File: src/rtl/vn_pkg.sv
// Shared constants for the vector normalization block.
// No dependencies; used by the interfaces, the iteration stage and the top level.
package vn_pkg;

  // Default component width and fraction bits of the fixed-point format.
  localparam int COMPONENT_WIDTH_DEF = 24;
  localparam int FRACTION_BITS_DEF   = 16;

  // Result status codes.
  localparam logic STATUS_OK   = 1'b0;
  localparam logic STATUS_ZERO = 1'b1;

endpackage

File: src/rtl/vn_iter_stage.sv
// One quotient-bit stage of the normalization pipeline, for all three lanes.
// Depends on vn_pkg; instantiated by vec3_normalize_unit.
module vn_iter_stage #(
  parameter int SW  = 50,
  parameter int W   = 85,
  parameter int QW  = 17,
  parameter int BIT = 0
) (
  input  logic                 clk_i,
  input  logic                 en_i,
  input  logic [SW-1:0]        s_i,
  input  logic [2:0][W-1:0]    r_i,
  input  logic [2:0][W-1:0]    p_i,
  input  logic [2:0][W-1:0]    t_i,
  input  logic [2:0][QW-1:0]   q_i,
  input  logic [2:0]           neg_i,
  input  logic                 zero_i,
  output logic [SW-1:0]        s_o,
  output logic [2:0][W-1:0]    r_o,
  output logic [2:0][W-1:0]    p_o,
  output logic [2:0][W-1:0]    t_o,
  output logic [2:0][QW-1:0]   q_o,
  output logic [2:0]           neg_o,
  output logic                 zero_o
);
  import vn_pkg::*;

  logic [W-1:0]         s_wide;
  logic [2:0][W-1:0]    cand_p;
  logic [2:0]           take;
  logic [2:0][W-1:0]    p_d, t_d;
  logic [2:0][QW-1:0]   q_d;

  assign s_wide = W'(s_i);

  // With P = q*q*S and T = q*S, setting this bit gives
  // (q + 2^b)^2 * S = P + 2^(b+1) * T + 2^(2b) * S.
  always_comb begin
    for (int l = 0; l < 3; l++) begin
      cand_p[l] = p_i[l] + (t_i[l] << (BIT + 1)) + (s_wide << (2 * BIT));
      take[l]   = (cand_p[l] <= r_i[l]);
      p_d[l]    = take[l] ? cand_p[l] : p_i[l];
      t_d[l]    = take[l] ? (t_i[l] + (s_wide << BIT)) : t_i[l];
      q_d[l]    = take[l] ? (q_i[l] | (QW'(1) << BIT)) : q_i[l];
    end
  end

  // Payload register, loaded when the stage advances.
  always_ff @(posedge clk_i) begin
    if (en_i) begin
      s_o    <= s_i;
      r_o    <= r_i;
      p_o    <= p_d;
      t_o    <= t_d;
      q_o    <= q_d;
      neg_o  <= neg_i;
      zero_o <= zero_i;
    end
  end

endmodule

File: config.mk
export PLATFORM = sky130hd
export DESIGN_NAME = vn_iter_stage
export DESIGN_NICKNAME = d
export VERILOG_FILES = /design/src/rtl/vn_pkg.sv /design/src/rtl/vn_iter_stage.sv
export SDC_FILE = /design/constraint.sdc
export NUM_CORES = 2
export LEC_CHECK = 0
export BUFFER_PORTS_ARGS = -buffer_cell sky130_fd_sc_hd__buf_2
export CAP_MARGIN = 40
export CORE_AREA = 8 8 682 684
export CTS_CLUSTER_DIAMETER = 100
export DETAILED_ROUTE_END_ITERATION = 7
export DIE_AREA = 0 0 690 692
export MAX_ROUTING_LAYER = met4
export PLACE_DENSITY = 0.37
export RECOVER_POWER = 100
export SLEW_MARGIN = 0
export SYNTH_ARGS = -nofsm -noshare
export SYNTH_HDL_FRONTEND = slang
export SYNTH_SLANG_ARGS = --single-unit
File: constraint.sdc
create_clock -name clk_i -period 8.3 [get_ports clk_i]
set_clock_uncertainty 0.2 [all_clocks]
set_input_delay 1.245 -clock clk_i [delete_from_list [all_inputs] [get_ports clk_i]]
set_output_delay 1.245 -clock clk_i [all_outputs]
set_load 0.1 [all_outputs]
# Yosys cells after proc, flatten, opt, wreduce, memory -nomap -nowiden
# Index checks and enable logic that the tools add are counted.
dict set report classes {
  n_addsub 9
  magnitude_cmp 3
  muxes 6
}
# op count
set op_table {}
lappend op_table {{85-bit by 50-bit adder with 85-bit output} 6}
lappend op_table {{85-bit 2-to-1 mux} 6}
lappend op_table {{85-bit adder} 3}
lappend op_table {{85-bit less-or-equal comparator} 3}
dict set report word_totals {
  regBits 870
  in_bits 872
  output_inout_bits 870
  wordCells 36
}

# Longest topological paths before layout
dict set report logic_depth {
  depth_word 4
  ltp_mapped 29
  depth_no_buf 28
}

# Worst setup path before layout
# OpenSTA, ideal clock, no wires.
dict set report synth_path {
  path_type {in2reg}
  start {input port s_i[1]}
  end {register t_o[171] (netlist name), data pin}
  setup_time_ns 0.267
  t_arrival_ns 7.159
  t_required_ns 7.833
  slack_ns 0.674
  stages 28
  path_buffers 3
  path_cell_list {fa_1 -> ha_1 -> inv_1 -> fa_1 -> nor2b_1 -> o31a_1 -> a21o_1 -> o211ai_2 -> a2111oi_0 -> nor3b_1 -> o21a_1 -> o21a_1 -> o21bai_1 -> a21oi_1 -> xnor2_1 -> ha_1 -> a21o_1 -> a21o_1 -> a21o_1 -> a221o_1 -> o2bb2ai_1 -> a2111o_1 -> or3_1 -> o21ai_1 -> buf_2 -> clkbuf_1 -> clkbuf_1 -> a21oi_1}
}
# item line_no
set synth_lines {}
lappend synth_lines {{from (decl)} vn_iter_stage.sv:11} ;# input logic [SW-1:0] s_i,
lappend synth_lines {{to (signal assigned)} vn_iter_stage.sv:54} ;# t_o <= t_d;
lappend synth_lines {{to (decl)} vn_iter_stage.sv:21} ;# output logic [2:0][W-1:0] t_o,

==> impl_metrics.tcl <==
set metrics [dict create \
    outcome "complete, but fails checks" \
    violations "max-capacitance violations, max-slew violations" \
    crit_path_max_fanout 33 \
    p_leak_nw 39.40 \
    hold_path_class "in -> reg" \
    drt-vias-per-instance 4.155 \
    area_delta_synth_final_pct 42.08 \
    drive_above_1_share_pct 24.62 \
    grt_pass1_wl_um 599700 \
    slew_headroom_pct -253.6 \
    place_congestion 0.9275 \
    maxSlewViolCount 604 \
    rows 248 \
    die-width_um 690 \
    coreArea_um2 454300 \
    die_y_um 692 \
    syn-cell-area_um2 66460 \
    hold_violations 0 \
    timing.fmax_mhz 122.6 \
    ys_ff_latch 870 \
    holdCritStartpoint "q_i[43]" \
    clock_sinks 870 \
    period_needed_ns 8.156 \
    ys_seq_area_share_pct 39.31 \
    drt-pass1-iter-count 6 \
    grt_util_all_layers_pct 18.92 \
    grt_remaining_overflow 0 \
    synthTopCellsByArea "edfxtp_1 39%, ha_1 14%, mux2_2 4.8%" \
    synthesis.nets 8087 \
    cts_made_buffers 141 \
    dpl_cell_area_um2 90930 \
    fillers 50777 \
    period_share_pct 98.27 \
    grt_max_degree 110 \
    power_density_nw_per_um2 300.3 \
    synth.distinct_cells 96 \
    async_reset_ff_share_pct 0 \
    synth_top_area_share_pct 39.31 \
    syn_inst 6303 \
    crit_top_cell "buf_4" \
    stdcell_count 15306 \
    drc 0 \
    cts.htree.levels 4 \
    critical-path-max-stage-delay_ns 0.49 \
    cp.required_ns 8.61 \
    synth_top_cells_by_count "870 x edfxtp_1, 759 x ha_1, 608 x a21oi_1, 391 x inv_1, 391 x nand2_1" \
    finalNetCount 10847 \
    first_global_vias 62632 \
    wirelength_um 463500 \
    hold_depth 1 \
    cts_tree "done" \
    start_kind "input port" \
    ant_nets 0 \
    dieArea_um2 477500 \
    cts_root_buf "clkbuf_16" \
    initial_core_util_pct 14.63 \
    pin_count 1742 \
    drt_iter0_drc 5556 \
    irDropWorstVdd_v 0.0001968 \
    wl_per_cell_um 30.28 \
    vias 63593 \
    synth_ff_type "edfxtp_1" \
    setup-violations-final 0 \
    io_buffers 1741 \
    holdPathEnd "q_o[43]$_DFFE_PP_" \
    crit_slowest_cell "clkbuf_4" \
    final_cell_area_um2 94430 \
    syn_avg_cell_area_um2 10.54 \
    antenna_found_initial 152 \
    path_clk_slew_ns 0.06 \
    synth-edff-count 870 \
    worstSetupPathType "in -> reg" \
    place_inst 14910 \
    worst_pin_slew_ns 5.304 \
    clock_path_buffers 4 \
    ys_warn_count 0 \
    yosysMostFrequentCell "edfxtp_1" \
    arrival_ns 8.46 \
    endpoint_kind "flip-flop" \
    drv_cap 108 \
    synth_area_leader_cell "edfxtp_1" \
    hpwlAfterDp_um 409600 \
]
[logic make-up (layout without fill, tap and decap cells)]
logic type      count (synthesis)  count (layout)  share of synthesized area [%]
compound gates               1721            1721                          16.47
simple gates                 1410            1410                          10.42
fa+ha+maj                     912             912                          18.90
flops                         870             870                          39.31
buf+inv                       604            3469                          3.466
xor+xnor                      499             499                          6.576
mux                           287             287                          4.857
other cells                     0             138                              0
[worst max-delay path: cells and delay by family]
kind,cells,cell delay (ns)
buf+inv,8,1.90
fa+ha+maj,3,1.21
mux,1,0.40
compound gates,10,2.36
simple gates,8,1.29
[power breakdown]
group | total, W | internal (W) | switching [W]
combinational | 0.0158 | 0.00423 | 0.0116
clock | 0.00627 | 0.00373 | 0.00254
sequential | 0.00627 | 0.00591 | 0.000358
[per-stage QoR]
step / power, W / hold slack (ns) / utilization, % / setup WS, ns / TNS [ns]
detailed placement: 0.02239 / 1.223 / 20.02 / -1.071 / -375.32
CTS: 0.02893 / 0.2385 / 21.04 / 0.0007008 / 0
floorplan: 0.01633 / 1.144 / - / 0.6741 / 0
finish: 0.02836 / 0.3801 / 20.79 / 0.1437 / 0
global placement: 0.02239 / 1.222 / 19.97 / -1.037 / -377.08
global route: 0.02962 / 0.2796 / 20.77 / -0.01115 / -0.08307
[registers in the layout (all words and copies together), names as in the netlist]
name and count:
neg_o 3, zero_o 1, t_o 255, p_o 255, r_o 255, s_o 50
q_o 51
[routing by layer]
| metal | vias to the layer above | global-route usage (%) | part of all wire [%] |
|---|---|---|---|
| li1 | 29276 | - | - |
| met1 | 31422 | 23.53 | 43 |
| met2 | 2457 | 30.69 | 46 |
| met3 | 438 | 5.551 | 8.5 |
| met4 | 0 | 3.339 | 2.4 |
| met5 | - | - | 0 |
[worst max path at each step]
stage,from,end,depth (start not counted)
floorplan,s_i[1],t_o[171]$_DFFE_PP_,28
global placement,s_i[25],t_o[253]$_DFFE_PP_,30
detailed placement,s_i[7],t_o[62]$_DFFE_PP_,34
CTS,s_i[7],t_o[62]$_DFFE_PP_,34
global route,s_i[2],t_o[164]$_DFFE_PP_,32
finish,s_i[15],p_o[134]$_DFFE_PP_,30
[layout by cell type (no fill, tap or decap), types with 20 or more instances in the layout]
master,count
buf_12,64
nand2b_1,41
o21ai_0,311
nor2b_1,48
a21o_1,357
nand4_1,177
fa_1,152
a21boi_0,20
o21bai_1,74
buf_4,924
a21oi_1,605
nor2_1,330
clkbuf_2,22
inv_1,391
clkbuf_16,145
xnor2_1,285
and3_1,52
mux2_2,280
nand3_1,125
nor3_1,79
edfxtp_1,870
buf_2,640
a211oi_1,25
o211ai_1,26
ha_1,759
nand2_1,389
nor4_1,33
and4_1,23
clkbuf_1,1187
diode_2,138
xor2_1,212
and2_1,27
a31oi_1,40
o21a_1,46
[layout make-up]
class | instances | area (um^2) | share of cell area, %
antenna | 138 | 345.3 | 0.3657
clock buffer | 173 | 3734 | 3.954
clock inverter | 75 | 910.9 | 0.9646
inverter | 391 | 1468 | 1.554
multi-input combinational | 4829 | 38280 | 40.54
sequential | 870 | 26130 | 27.67
tap | 6000 | 7507 | 7.950
timing repair buffer | 2830 | 16060 | 17.00
[timing repair]
item | in CTS | in global routing
hold buffers | 0 | 0
pin swaps | 0 | 15
setup buffers | 0 | 7
endpoints found under the setup margin | 82 | 392
gates resized for setup | 3 | 42
Note: power is estimated with default switching activity, not from simulation.
